File: config.mk
export PLATFORM = sky130hd
export DESIGN_NAME = tagged_record_scanner_flat
export DESIGN_NICKNAME = d
export VERILOG_FILES = /design/src/trs_pkg.sv /design/src/trs_byte_if.sv /design/src/trs_rec_if.sv /design/src/trs_cfg_if.sv /design/src/trs_cell.sv /design/src/tagged_record_scanner.sv /design/src/flat_wrapper.sv
export SDC_FILE = /design/constraint.sdc
export NUM_CORES = 1
export LEC_CHECK = 0
export BUFFER_PORTS_ARGS = -buffer_cell sky130_fd_sc_hd__buf_4
export CORE_ASPECT_RATIO = 0.9
export CORE_MARGIN = 5
export CORE_UTILIZATION = 64
export CTS_BUF_LIST = sky130_fd_sc_hd__clkbuf_8
export DETAILED_ROUTE_END_ITERATION = 6
export PLACE_DENSITY = 0.79
export SLEW_MARGIN = 25
export SYNTH_ARGS = -nofsm -noshare
export SYNTH_HDL_FRONTEND = slang
export SYNTH_HIERARCHICAL = 1
export SYNTH_SLANG_ARGS = --single-unit
File: constraint.sdc
create_clock -name clk -period 7 [get_ports clk]
set_clock_uncertainty 0.2 [all_clocks]
set_input_delay 1.4 -clock clk [delete_from_list [all_inputs] [get_ports clk]]
set_output_delay 1.4 -clock clk [all_outputs]
set_load 0.01 [all_outputs]
File: src/trs_pkg.sv
// ----------------------------------------------------------------------------
// trs_pkg
// Shared types and constants for the tagged record scanner.
// ----------------------------------------------------------------------------
package trs_pkg;

  localparam int unsigned WinLen = 16;

  // byte counts of the record layout
  localparam logic [4:0] HEADER_LEN = 5'd4;
  localparam logic [4:0] WIN_BYTES  = 5'd16;
  localparam logic [4:0] GUID_SKIP  = 5'd16;
  localparam logic [4:0] NAME_SKIP  = 5'd8;
  localparam logic [4:0] LEN_LAST   = 5'd3;

  // window offsets that carry tag bytes
  localparam int unsigned TagPosA = 0;
  localparam int unsigned TagPosB = 8;

  // result kinds
  localparam logic [1:0] KIND_CHAR = 2'd0;
  localparam logic [1:0] KIND_WORD = 2'd1;
  localparam logic [1:0] KIND_END  = 2'd2;

  // configuration register indexes
  localparam logic [2:0] REG_GUID_TAG   = 3'd0;
  localparam logic [2:0] REG_STRUCT_TAG = 3'd1;
  localparam logic [2:0] REG_NAME_TAG   = 3'd2;
  localparam logic [2:0] REG_STRING_TAG = 3'd3;

  typedef enum logic [3:0] {
    PH_HEADER = 4'd0,
    PH_FILL   = 4'd1,
    PH_SCAN   = 4'd2,
    PH_GSKIP  = 4'd3,
    PH_GWORD  = 4'd4,
    PH_NSKIP  = 4'd5,
    PH_NLEN   = 4'd6,
    PH_NCHAR  = 4'd7,
    PH_NEND   = 4'd8
  } phase_t;

  // per-cell compare result against both signatures
  typedef struct packed {
    logic guid;
    logic name;
  } cell_hit_t;

endpackage

File: src/trs_byte_if.sv
// ----------------------------------------------------------------------------
// trs_byte_if
// Byte stream channel with valid/ready handshake.
// ----------------------------------------------------------------------------
interface trs_byte_if;
  logic       valid;
  logic       ready;
  logic [7:0] in_byte;

  modport source (output valid, output in_byte, input ready);
  modport sink   (input valid, input in_byte, output ready);
endinterface

File: src/trs_rec_if.sv
// ----------------------------------------------------------------------------
// trs_rec_if
// Result channel with valid/ready handshake.
// ----------------------------------------------------------------------------
interface trs_rec_if;
  logic        valid;
  logic        ready;
  logic [1:0]  kind;
  logic [31:0] value;
  logic [1:0]  word_index;
  logic        last;

  modport source (output valid, output kind, output value, output word_index,
                  output last, input ready);
  modport sink   (input valid, input kind, input value, input word_index,
                  input last, output ready);
endinterface

File: src/trs_cfg_if.sv
// ----------------------------------------------------------------------------
// trs_cfg_if
// Configuration write channel: register index and write data.
// ----------------------------------------------------------------------------
interface trs_cfg_if;
  logic       valid;
  logic       ready;
  logic [2:0] index;
  logic [7:0] data;

  modport source (output valid, output index, output data, input ready);
  modport sink   (input valid, input index, input data, output ready);
endinterface

File: src/trs_cell.sv
// ----------------------------------------------------------------------------
// trs_cell
// One window byte: shifts in from its neighbor and compares with both
// signature bytes expected at its offset.
// ----------------------------------------------------------------------------
module trs_cell import trs_pkg::*; (
  input  logic       clk,
  input  logic       shift,
  input  logic [7:0] din,
  input  logic [7:0] want_guid,
  input  logic [7:0] want_name,
  output logic [7:0] dout,
  output cell_hit_t  hit
);

  logic [7:0] data;

  // byte storage, moves toward offset zero on each shift
  always_ff @(posedge clk) begin
    if (shift) begin
      data <= din;
    end
  end

  assign dout     = data;
  assign hit.guid = (data == want_guid);
  assign hit.name = (data == want_name);

endmodule

File: src/tagged_record_scanner.sv
// A result is registered and shown in the cycle after the byte that causes it is accepted.
// Throughput: one byte per cycle; the 16-cell window chain compares in the
// same cycle as the phase machine steps, and the output register frees the
// input side whenever the result is taken.
// Reset: phase returns to header discard, tag registers clear to zero, the
// output register empties; the window needs no clear, it is filled first.
// ----------------------------------------------------------------------------
// tagged_record_scanner
// Scans a byte stream for identifier and name signatures and extracts
// identifier words and name characters.
// ----------------------------------------------------------------------------
module tagged_record_scanner import trs_pkg::*; (
  input  logic     clk,
  input  logic     rst,
  trs_byte_if.sink   stream,
  trs_rec_if.source  records,
  trs_cfg_if.sink    cfg
);

  // tag registers
  logic [7:0] guid_tag;
  logic [7:0] struct_tag;
  logic [7:0] name_tag;
  logic [7:0] string_tag;

  assign cfg.ready = 1'b1;

  always_ff @(posedge clk) begin
    if (rst) begin
      guid_tag   <= '0;
      struct_tag <= '0;
      name_tag   <= '0;
      string_tag <= '0;
    end else if (cfg.valid) begin
      case (cfg.index)
        REG_GUID_TAG:   guid_tag   <= cfg.data;
        REG_STRUCT_TAG: struct_tag <= cfg.data;
        REG_NAME_TAG:   name_tag   <= cfg.data;
        REG_STRING_TAG: string_tag <= cfg.data;
        default: ;
      endcase
    end
  end

  // output register and input handshake
  logic        out_valid;
  logic [1:0]  out_kind;
  logic [31:0] out_value;
  logic [1:0]  out_word_index;
  logic        out_last;
  logic        accept;

  assign stream.ready = !out_valid || records.ready;
  assign accept       = stream.valid && stream.ready;

  // window cell chain
  logic [7:0] cell_byte [WinLen];
  cell_hit_t  cell_hit  [WinLen];
  logic       win_shift;
  logic [WinLen-1:0] guid_bits;
  logic [WinLen-1:0] name_bits;
  logic       guid_match;
  logic       name_match;

  for (genvar i = 0; i < WinLen; i++) begin : g_cell
    logic [7:0] din;
    logic [7:0] want_guid;
    logic [7:0] want_name;

    if (i == WinLen - 1) begin : g_tail
      assign din = stream.in_byte;
    end else begin : g_link
      assign din = cell_byte[i+1];
    end

    if (i == TagPosA) begin : g_tag_a
      assign want_guid = guid_tag;
      assign want_name = name_tag;
    end else if (i == TagPosB) begin : g_tag_b
      assign want_guid = struct_tag;
      assign want_name = string_tag;
    end else begin : g_zero
      assign want_guid = 8'd0;
      assign want_name = 8'd0;
    end

    trs_cell u_cell (
      .clk       (clk),
      .shift     (win_shift),
      .din       (din),
      .want_guid (want_guid),
      .want_name (want_name),
      .dout      (cell_byte[i]),
      .hit       (cell_hit[i])
    );

    assign guid_bits[i] = cell_hit[i].guid;
    assign name_bits[i] = cell_hit[i].name;
  end

  assign guid_match = &guid_bits;
  assign name_match = &name_bits;

  // phase machine state
  phase_t      phase,         phase_next;
  logic [4:0]  byte_count,    byte_count_next;
  logic [31:0] name_length,   name_length_next;
  logic [23:0] word_assembly, word_assembly_next;
  logic [1:0]  word_number,   word_number_next;

  always_ff @(posedge clk) begin
    if (rst) begin
      phase         <= PH_HEADER;
      byte_count    <= '0;
      name_length   <= '0;
      word_assembly <= '0;
      word_number   <= '0;
    end else if (accept) begin
      phase         <= phase_next;
      byte_count    <= byte_count_next;
      name_length   <= name_length_next;
      word_assembly <= word_assembly_next;
      word_number   <= word_number_next;
    end
  end

  // next state and result for the current byte
  logic        emit;
  logic [1:0]  emit_kind;
  logic [31:0] emit_value;
  logic [1:0]  emit_word_index;
  logic        emit_last;
  logic [4:0]  count_inc;
  logic [31:0] len_full;
  logic [31:0] len_dec;
  logic        shift_req;

  assign count_inc = byte_count + 5'd1;

  always_comb begin
    phase_next         = phase;
    byte_count_next    = byte_count;
    name_length_next   = name_length;
    word_assembly_next = word_assembly;
    word_number_next   = word_number;
    emit               = 1'b0;
    emit_kind          = KIND_CHAR;
    emit_value         = '0;
    emit_word_index    = 2'd0;
    emit_last          = 1'b0;
    shift_req          = 1'b0;
    len_full           = {stream.in_byte, name_length[23:0]};
    len_dec            = name_length - 32'd1;

    case (phase)
      PH_HEADER: begin
        byte_count_next = count_inc;
        if (count_inc >= HEADER_LEN) begin
          phase_next      = PH_FILL;
          byte_count_next = '0;
        end
      end
      PH_FILL: begin
        shift_req       = 1'b1;
        byte_count_next = count_inc;
        if (count_inc >= WIN_BYTES) begin
          phase_next      = PH_SCAN;
          byte_count_next = '0;
        end
      end
      PH_SCAN: begin
        if (guid_match) begin
          phase_next      = PH_GSKIP;
          byte_count_next = 5'd1;
        end else if (name_match) begin
          phase_next      = PH_NSKIP;
          byte_count_next = 5'd1;
        end else begin
          shift_req = 1'b1;
        end
      end
      PH_GSKIP: begin
        byte_count_next = count_inc;
        if (count_inc >= GUID_SKIP) begin
          phase_next         = PH_GWORD;
          byte_count_next    = '0;
          word_number_next   = '0;
          word_assembly_next = '0;
        end
      end
      PH_GWORD: begin
        if (byte_count < LEN_LAST) begin
          case (byte_count[1:0])
            2'd0:    word_assembly_next[7:0]   = stream.in_byte;
            2'd1:    word_assembly_next[15:8]  = stream.in_byte;
            default: word_assembly_next[23:16] = stream.in_byte;
          endcase
          byte_count_next = count_inc;
        end else begin
          emit               = 1'b1;
          emit_kind          = KIND_WORD;
          emit_value         = {stream.in_byte, word_assembly};
          emit_word_index    = word_number;
          emit_last          = (word_number == 2'd3);
          word_assembly_next = '0;
          byte_count_next    = '0;
          word_number_next   = word_number + 2'd1;
          if (word_number == 2'd3) begin
            phase_next = PH_FILL;
          end
        end
      end
      PH_NSKIP: begin
        byte_count_next = count_inc;
        if (count_inc >= NAME_SKIP) begin
          phase_next       = PH_NLEN;
          byte_count_next  = '0;
          name_length_next = '0;
        end
      end
      PH_NLEN: begin
        byte_count_next = count_inc;
        case (byte_count[1:0])
          2'd0:    name_length_next[7:0]   = stream.in_byte;
          2'd1:    name_length_next[15:8]  = stream.in_byte;
          2'd2:    name_length_next[23:16] = stream.in_byte;
          default: name_length_next[31:24] = stream.in_byte;
        endcase
        if (byte_count >= LEN_LAST) begin
          byte_count_next = '0;
          // zero length counts as one
          if (len_full <= 32'd1) begin
            name_length_next = '0;
            phase_next       = PH_NEND;
          end else begin
            name_length_next = len_full - 32'd1;
            phase_next       = PH_NCHAR;
          end
        end
      end
      PH_NCHAR: begin
        name_length_next = len_dec;
        if (len_dec == 32'd0) begin
          phase_next = PH_NEND;
        end
        emit       = 1'b1;
        emit_kind  = KIND_CHAR;
        emit_value = {24'd0, stream.in_byte};
      end
      PH_NEND: begin
        phase_next      = PH_FILL;
        byte_count_next = '0;
        emit            = 1'b1;
        emit_kind       = KIND_END;
        emit_last       = 1'b1;
      end
      default: begin
        phase_next      = PH_FILL;
        byte_count_next = '0;
      end
    endcase
  end

  assign win_shift = accept && shift_req;

  // result register
  always_ff @(posedge clk) begin
    if (rst) begin
      out_valid <= 1'b0;
    end else if (accept && emit) begin
      out_valid <= 1'b1;
    end else if (records.ready) begin
      out_valid <= 1'b0;
    end
  end

  always_ff @(posedge clk) begin
    if (accept && emit) begin
      out_kind       <= emit_kind;
      out_value      <= emit_value;
      out_word_index <= emit_word_index;
      out_last       <= emit_last;
    end
  end

  assign records.valid      = out_valid;
  assign records.kind       = out_kind;
  assign records.value      = out_value;
  assign records.word_index = out_word_index;
  assign records.last       = out_last;

endmodule

File: src/flat_wrapper.sv
// flat-port wrapper written by rule: the top's interface ports become plain ports
module tagged_record_scanner_flat import trs_pkg::*;
  (clk, rst, stream_valid, stream_in_byte, stream_ready, records_valid, records_kind, records_value, records_word_index, records_last, records_ready, cfg_valid, cfg_index, cfg_data, cfg_ready);
  trs_byte_if stream_i ();
  trs_rec_if records_i ();
  trs_cfg_if cfg_i ();
  input  logic clk;
  input  logic rst;
  input wire logic [$bits(stream_i.valid)-1:0] stream_valid;
  input wire logic [$bits(stream_i.in_byte)-1:0] stream_in_byte;
  output wire logic [$bits(stream_i.ready)-1:0] stream_ready;
  output wire logic [$bits(records_i.valid)-1:0] records_valid;
  output wire logic [$bits(records_i.kind)-1:0] records_kind;
  output wire logic [$bits(records_i.value)-1:0] records_value;
  output wire logic [$bits(records_i.word_index)-1:0] records_word_index;
  output wire logic [$bits(records_i.last)-1:0] records_last;
  input wire logic [$bits(records_i.ready)-1:0] records_ready;
  input wire logic [$bits(cfg_i.valid)-1:0] cfg_valid;
  input wire logic [$bits(cfg_i.index)-1:0] cfg_index;
  input wire logic [$bits(cfg_i.data)-1:0] cfg_data;
  output wire logic [$bits(cfg_i.ready)-1:0] cfg_ready;
  assign stream_i.valid = stream_valid;
  assign stream_i.in_byte = stream_in_byte;
  assign stream_ready = stream_i.ready;
  assign records_valid = records_i.valid;
  assign records_kind = records_i.kind;
  assign records_value = records_i.value;
  assign records_word_index = records_i.word_index;
  assign records_last = records_i.last;
  assign records_i.ready = records_ready;
  assign cfg_i.valid = cfg_valid;
  assign cfg_i.index = cfg_index;
  assign cfg_i.data = cfg_data;
  assign cfg_ready = cfg_i.ready;
  tagged_record_scanner u_core (.clk(clk), .rst(rst), .stream(stream_i), .records(records_i), .cfg(cfg_i));
endmodule
==> Word level (Yosys, flattened, before mapping) <==
Index checks and enable logic that the tools add are counted.
{ "word_totals": {"regBits": 265, "word_cells": 176, "out_inout_bits": 40} }
{ "op_classes": {"n_eq_ne": 34, "reduce_logical": 47, "n_lt_le_gt_ge": 6, "bitwise": 2, "add_sub_neg": 4, "n_mux": 48} }
{ "ops": {"columns": ["op", "count"], "rows": [
  ["$mux 32", 4],
  ["$logic_not 8->1", 14],
  ["$pmux 32 s3", 1],
  ["$pmux 32 s2", 1],
  ["$sub 32x1->32 const B", 2],
  ["$mux 24", 2],
  ["$pmux 24 s2", 1],
  ["$mux 4", 11],
  ["$mux 8", 5],
  ["$mux 5", 7],
  ["$pmux 5 s7", 1],
  ["$eq 8x8->1", 4],
  ["$le 32x1->1 const B", 1],
  ["$logic_not 32->1", 1],
  ["$pmux 4 s8", 1],
  ["$reduce_and 16->1", 2],
  ["$reduce_and 4->1", 8],
  ["$eq 4x3->1 const B", 4],
  ["$ne 2x1->1 const B", 7],
  ["$ne 3x2->1 const B", 4],
  ["$reduce_and 10->1", 1],
  ["$ne 3x3->1 const B", 3],
  ["$eq 4x2->1 const B", 2],
  ["$pmux 2 s2", 2],
  ["other kinds (31)", 52]
]} }

==> Longest topological paths before layout <==
{ "depth": {"depth_word": 6, "ltp_mapped": 11, "ltp_nobuf": 10} }

==> Cells and area by module <==
Netlist, hierarchy kept.
{ "by_module_without_submodules": {"columns": ["mod", "seq_area_each_um2", "n_inst", "area_per_inst_um2", "cells_each"], "rows": [
  ["tagged_record_scanner", 3113.0, 1, 7448.4, 870],
  ["trs_cell", 240.2, 16, 412.9, 30]
]} }

==> Least setup slack after synthesis <==
No wires, ideal clock.
{ "synth_timing": {"path_kind": "input -> register", "from": "input records_ready", "to": "register u_core.g_cell[0].u_cell.data[0], enable pin", "path_buffers": 0, "setup_ps": 503, "required_ps": 6297, "cell_stages": 3, "arrival_ps": 4759, "slack_ps": 1538, "cell_sequence": "nand2b_1 -> and2_1 -> and3_1"} }
{ "synth_between": {"elab_chain_len": 3} }
{ "synth_lines": {"columns": ["element", "line", "rtl"], "rows": [
  ["from (decl)", "flat_wrapper.sv:17", "input wire logic [$bits(records_i.ready)-1:0] records_ready;"],
  ["$logic_or 1x1->1", "tagged_record_scanner.sv:53", "assign stream.ready = !out_valid || records.ready;"],
  ["$logic_and 1x1->1", "tagged_record_scanner.sv:54", "assign accept = stream.valid && stream.ready;"],
  ["$logic_and 1x1->1", "tagged_record_scanner.sv:264", "assign win_shift = accept && shift_req;"],
  ["via u_core.win_shift", "tagged_record_scanner.sv:59", "logic win_shift;"],
  ["to (signal assigned)", "trs_cell.sv:21", "data <= din;"],
  ["to (decl)", "trs_cell.sv:16", "logic [7:0] data;"]
]} }
The timed path passes the listed nets, and every way through them passes these cells.
A chain may end at the register's enable or synchronous reset.

==> Worst setup path after layout <==
{ "layout_timing": {"from": "input stream_in_byte[1]", "to": "register u_core.name_length[22]"} }
{ "layout_between": {"elab_chain_len": 4} }
{ "layout_lines": {"columns": ["element", "line", "rtl"], "rows": [
  ["from (decl)", "flat_wrapper.sv:10", "input wire logic [$bits(stream_i.in_byte)-1:0] stream_in_byte;"],
  ["$le 32x1->1", "tagged_record_scanner.sv:232", "if (len_full <= 32'd1) begin"],
  ["$mux 32", "tagged_record_scanner.sv:232", null],
  ["$mux 32", "tagged_record_scanner.sv:229", "if (byte_count >= LEN_LAST) begin"],
  ["$pmux 32 s3", "tagged_record_scanner.sv:155", "case (phase)"],
  ["to (signal assigned)", "tagged_record_scanner.sv:121", "name_length <= name_length_next;"],
  ["to (decl)", "tagged_record_scanner.sv:107", "logic [31:0] name_length, name_length_next;"]
]} }
No other way between the ends.

==> results.cfg <==
[power_and_ir_drop]
max-vdd-ir-drop_uv = 165
combPwrFrac = 0.062
p_int_mw = 2.41
p_per_area_mw_per_mm2 = 192
p_sw_frac = 0.231
netSwitchingPower_mw = 0.726
power_leakage_nw = 5.85
p_seq_frac = 0.532
pwr-share-clk = 0.406

[clock_network]
ctsHoldBuffers = 0
h-tree-depth = 2
insertion_delay_ns = 0.53
clk_pin_slew_ns = 0.06
post-cts-setup-buffers = 0
cts_buffer_depth = 3
cts.repair.resized = 0
clock_sinks = 265
cts_buffers = 44
cts_tree = done
clockRootBuffer = clkbuf_8

[setup_path]
max_stage_delay_ns = 0.74
start_kind = input port
cp_slowest_cell = o31ai_4
setup.worst_path.end_class = register
crit_arrival_ns = 3.96
crit_chain = buf_4 -> or4_4 -> or3_4 -> o31ai_4 -> o21a_1 -> o21ai_0 -> a22oi_1 -> nor2_1
path_class = input port to register
crit_required_ns = 7.18
cp_max_fo = 13

[drt]
drt_iter0_drc = 1058
wire_per_inst_um = 16.5
wl_met2_um = 14800
dr_wl_met3_um = 2580
drt_first_pass_iters = 6
drc = 0
drtAntennaViolNets = 0
drt_wl_total_um = 32100
wl_met1_um = 14200
vias = 10800
highest_layer = met4
vias_per_cell = 5.55

[sta]
max_slew_margin = 0.324
hold_viol = 0
period_needed_ns = 3.78
finalSetupViolations = 0
timing.fmax_mhz = 265
fin_crit_sh = 0.539
rsz0062_at_grt = no
setup-tns-final_ns = 0
timing.final.max_slew_violations = 0
tightest_slew_ns = 1.00

[finish]
antenna_cells = 0
final_util = 0.756
area.growth.synth_to_final_pct = 16.4
nNetsFinal = 1654
drive_gt1_frac = 0.0935

[logic_synthesis]
ys.flop_type = edfxtp_1
syn-cell-area_mm2 = 0.0141
yosysUniqueCellTypes = 77
syn_inst = 1350
ys_warn_count = 6
async_reset_ff_frac = 0
yosysSeqAreaShare = 0.495
synth_edf_count = 165
postSynthAreaPerCell_um2 = 10.4
yosys_register_bits = 265

[floorplanning]
initial_core_util = 0.650
die-height_um = 151
die_w_um = 166
rows = 51
ios = 64
dieArea_mm2 = 0.0250
core_area_mm2 = 0.0216

[grt]
grt-ovfl-total = 0
grt_first_pass_wirelength_um = 52300
grt_max_degree = 102
antenna_found_initial = 0
grt_usage = 0.255
grt_pass1_vias = 10300

[place]
dp_hpwl_um = 22500
gp_congestion = 0.925
portBuffers = 62

[outcome]
outcome = complete, no violations

[flow_run]
max-cap-violations = 0

[hold_path]
hp-class = register to register
[stage by stage]
stage               setup slack (ns)  hold WS [ns]  cell area (µm²)  power [mW]  instances
floorplan                       1.54         0.249            14900        1.85       1573
global placement                2.78         0.255            15500        1.89       1866
detailed placement              2.73         0.261            15500        1.89       1866
CTS                             3.30         0.269            16300        3.16       1947
global route                    3.14         0.287            16400        3.27       1948
finish                          3.22         0.267            16400        3.14       1948
[cell usage in the layout (no fill, tap or decap), types with 7 or more instances in the layout]
cell	n
clkbuf_8	52
and3_1	39
nand3_1	7
o31ai_1	8
nand4_1	75
edfxtp_1	165
o21a_1	11
o21ai_0	33
o41ai_1	12
xnor2_1	268
nor3_1	27
a22oi_1	18
nor4_1	14
nor4b_1	7
dfxtp_1	100
mux2i_1	26
ha_1	8
nand2_1	106
nand3b_1	7
nand2b_1	15
a21oi_1	53
conb_1	225
o21ai_1	15
inv_1	24
a22o_1	9
nor2_1	145
buf_4	68
[cells in the mapped netlist (all sizes together), types with 4 or more instances]
master / count / area, µm²
a211o: 4 / 35.0
a211oi: 4 / 30.0
a21oi: 53 / 265
a22o: 9 / 78.8
a22oi: 18 / 135
a311oi: 6 / 52.6
and3: 40 / 250
buf: 22 / 128
clkbuf: 45 / 169
dfxtp: 100 / 2000
edfxtp: 165 / 4950
ha: 8 / 100
inv: 6 / 22.5
mux2i: 26 / 260
nand2: 106 / 398
nand2b: 15 / 93.8
nand3: 10 / 65.1
nand3b: 7 / 52.6
nand4: 76 / 482
nor2: 147 / 554
nor2b: 4 / 25.0
nor3: 30 / 166
nor3b: 6 / 45.0
nor4: 19 / 176
nor4b: 7 / 61.3
o211ai: 4 / 30.0
o21a: 16 / 151
o21ai: 49 / 249
o31ai: 9 / 81.3
o41ai: 12 / 105
or3: 7 / 48.8
or4: 7 / 56.3
xnor2: 268 / 2350
[final timing paths]
path                                              startpoint                                         end  slack, ns  cells after the start
setup / recovery                           stream_in_byte[1]         u_core/name_length[22]$_SDFFE_PP0P_       3.22                      8
hold / removal    u_core/g_cell[8].want_guid[4]$_SDFFE_PP0P_  u_core/g_cell[8].want_guid[4]$_SDFFE_PP0P_       0.27                      2
setup reg to reg                u_core/phase[2]$_SDFFE_PP0P_          u_core/records.value[30]$_DFFE_PP_       3.37                      5
hold reg to reg   u_core/g_cell[8].want_guid[4]$_SDFFE_PP0P_  u_core/g_cell[8].want_guid[4]$_SDFFE_PP0P_       0.27                      2
[layout make-up]
class	count	area [µm²]
multi-input combinational	1235	7630
sequential	265	6960
fill	1522	5280
clock buffer	52	716
timing repair buffer	70	542
tap	291	364
clock inverter	29	119
inverter	6	22.5
[power groups by stage]
stage               registers, mW  logic [mW]  clock network [mW]
CTS                          1.67       0.188                1.30
global placement             1.70       0.182                   0
finish                       1.67       0.194                1.28
detailed placement           1.70       0.187                   0
floorplan                    1.70       0.148                   0
global route                 1.67       0.215                1.38
[routing by layer]
metal,up-vias,global-route usage
li1,5218,-
met1,5134,0.362
met2,414,0.408
met3,51,0.0486
met4,0,0.0635
met5,-,0
[flip-flops by register name, summed over array words and instances, names as in the netlist]
signal,count
u_core/byte_count,5
u_core/phase,4
u_core/records.valid,1
u_core/g_cell.u_cell/dout,128
u_core/records.word_index,2
u_core/g_cell.want_name,16
u_core/records.value,32
u_core/g_cell.want_guid,16
u_core/records.kind,2
u_core/name_length,32
u_core/records.last,1
u_core/word_number,2
u_core/word_assembly,24
[worst max-delay path, delay by kind of cell]
kind                   cells  cell delay [ns]
buffers and inverters      1             0.16
AO/OA/AOI/OAI              4             1.39
AND/OR/NAND/NOR            3             1.01
[logic make-up after synthesis]
family / Yosys count / share of synthesized area
DFF: 265 / 0.495
AOI/OAI and AO/OA: 210 / 0.103
buffers and inverters: 73 / 0.0227
and+or+nand+nor: 494 / 0.183
other: 2 / 0.000534
muxes: 27 / 0.0193
adders and majority gates: 8 / 0.00712
xor gates and xnor gates: 271 / 0.169
(Power assumes the default switching activity.)
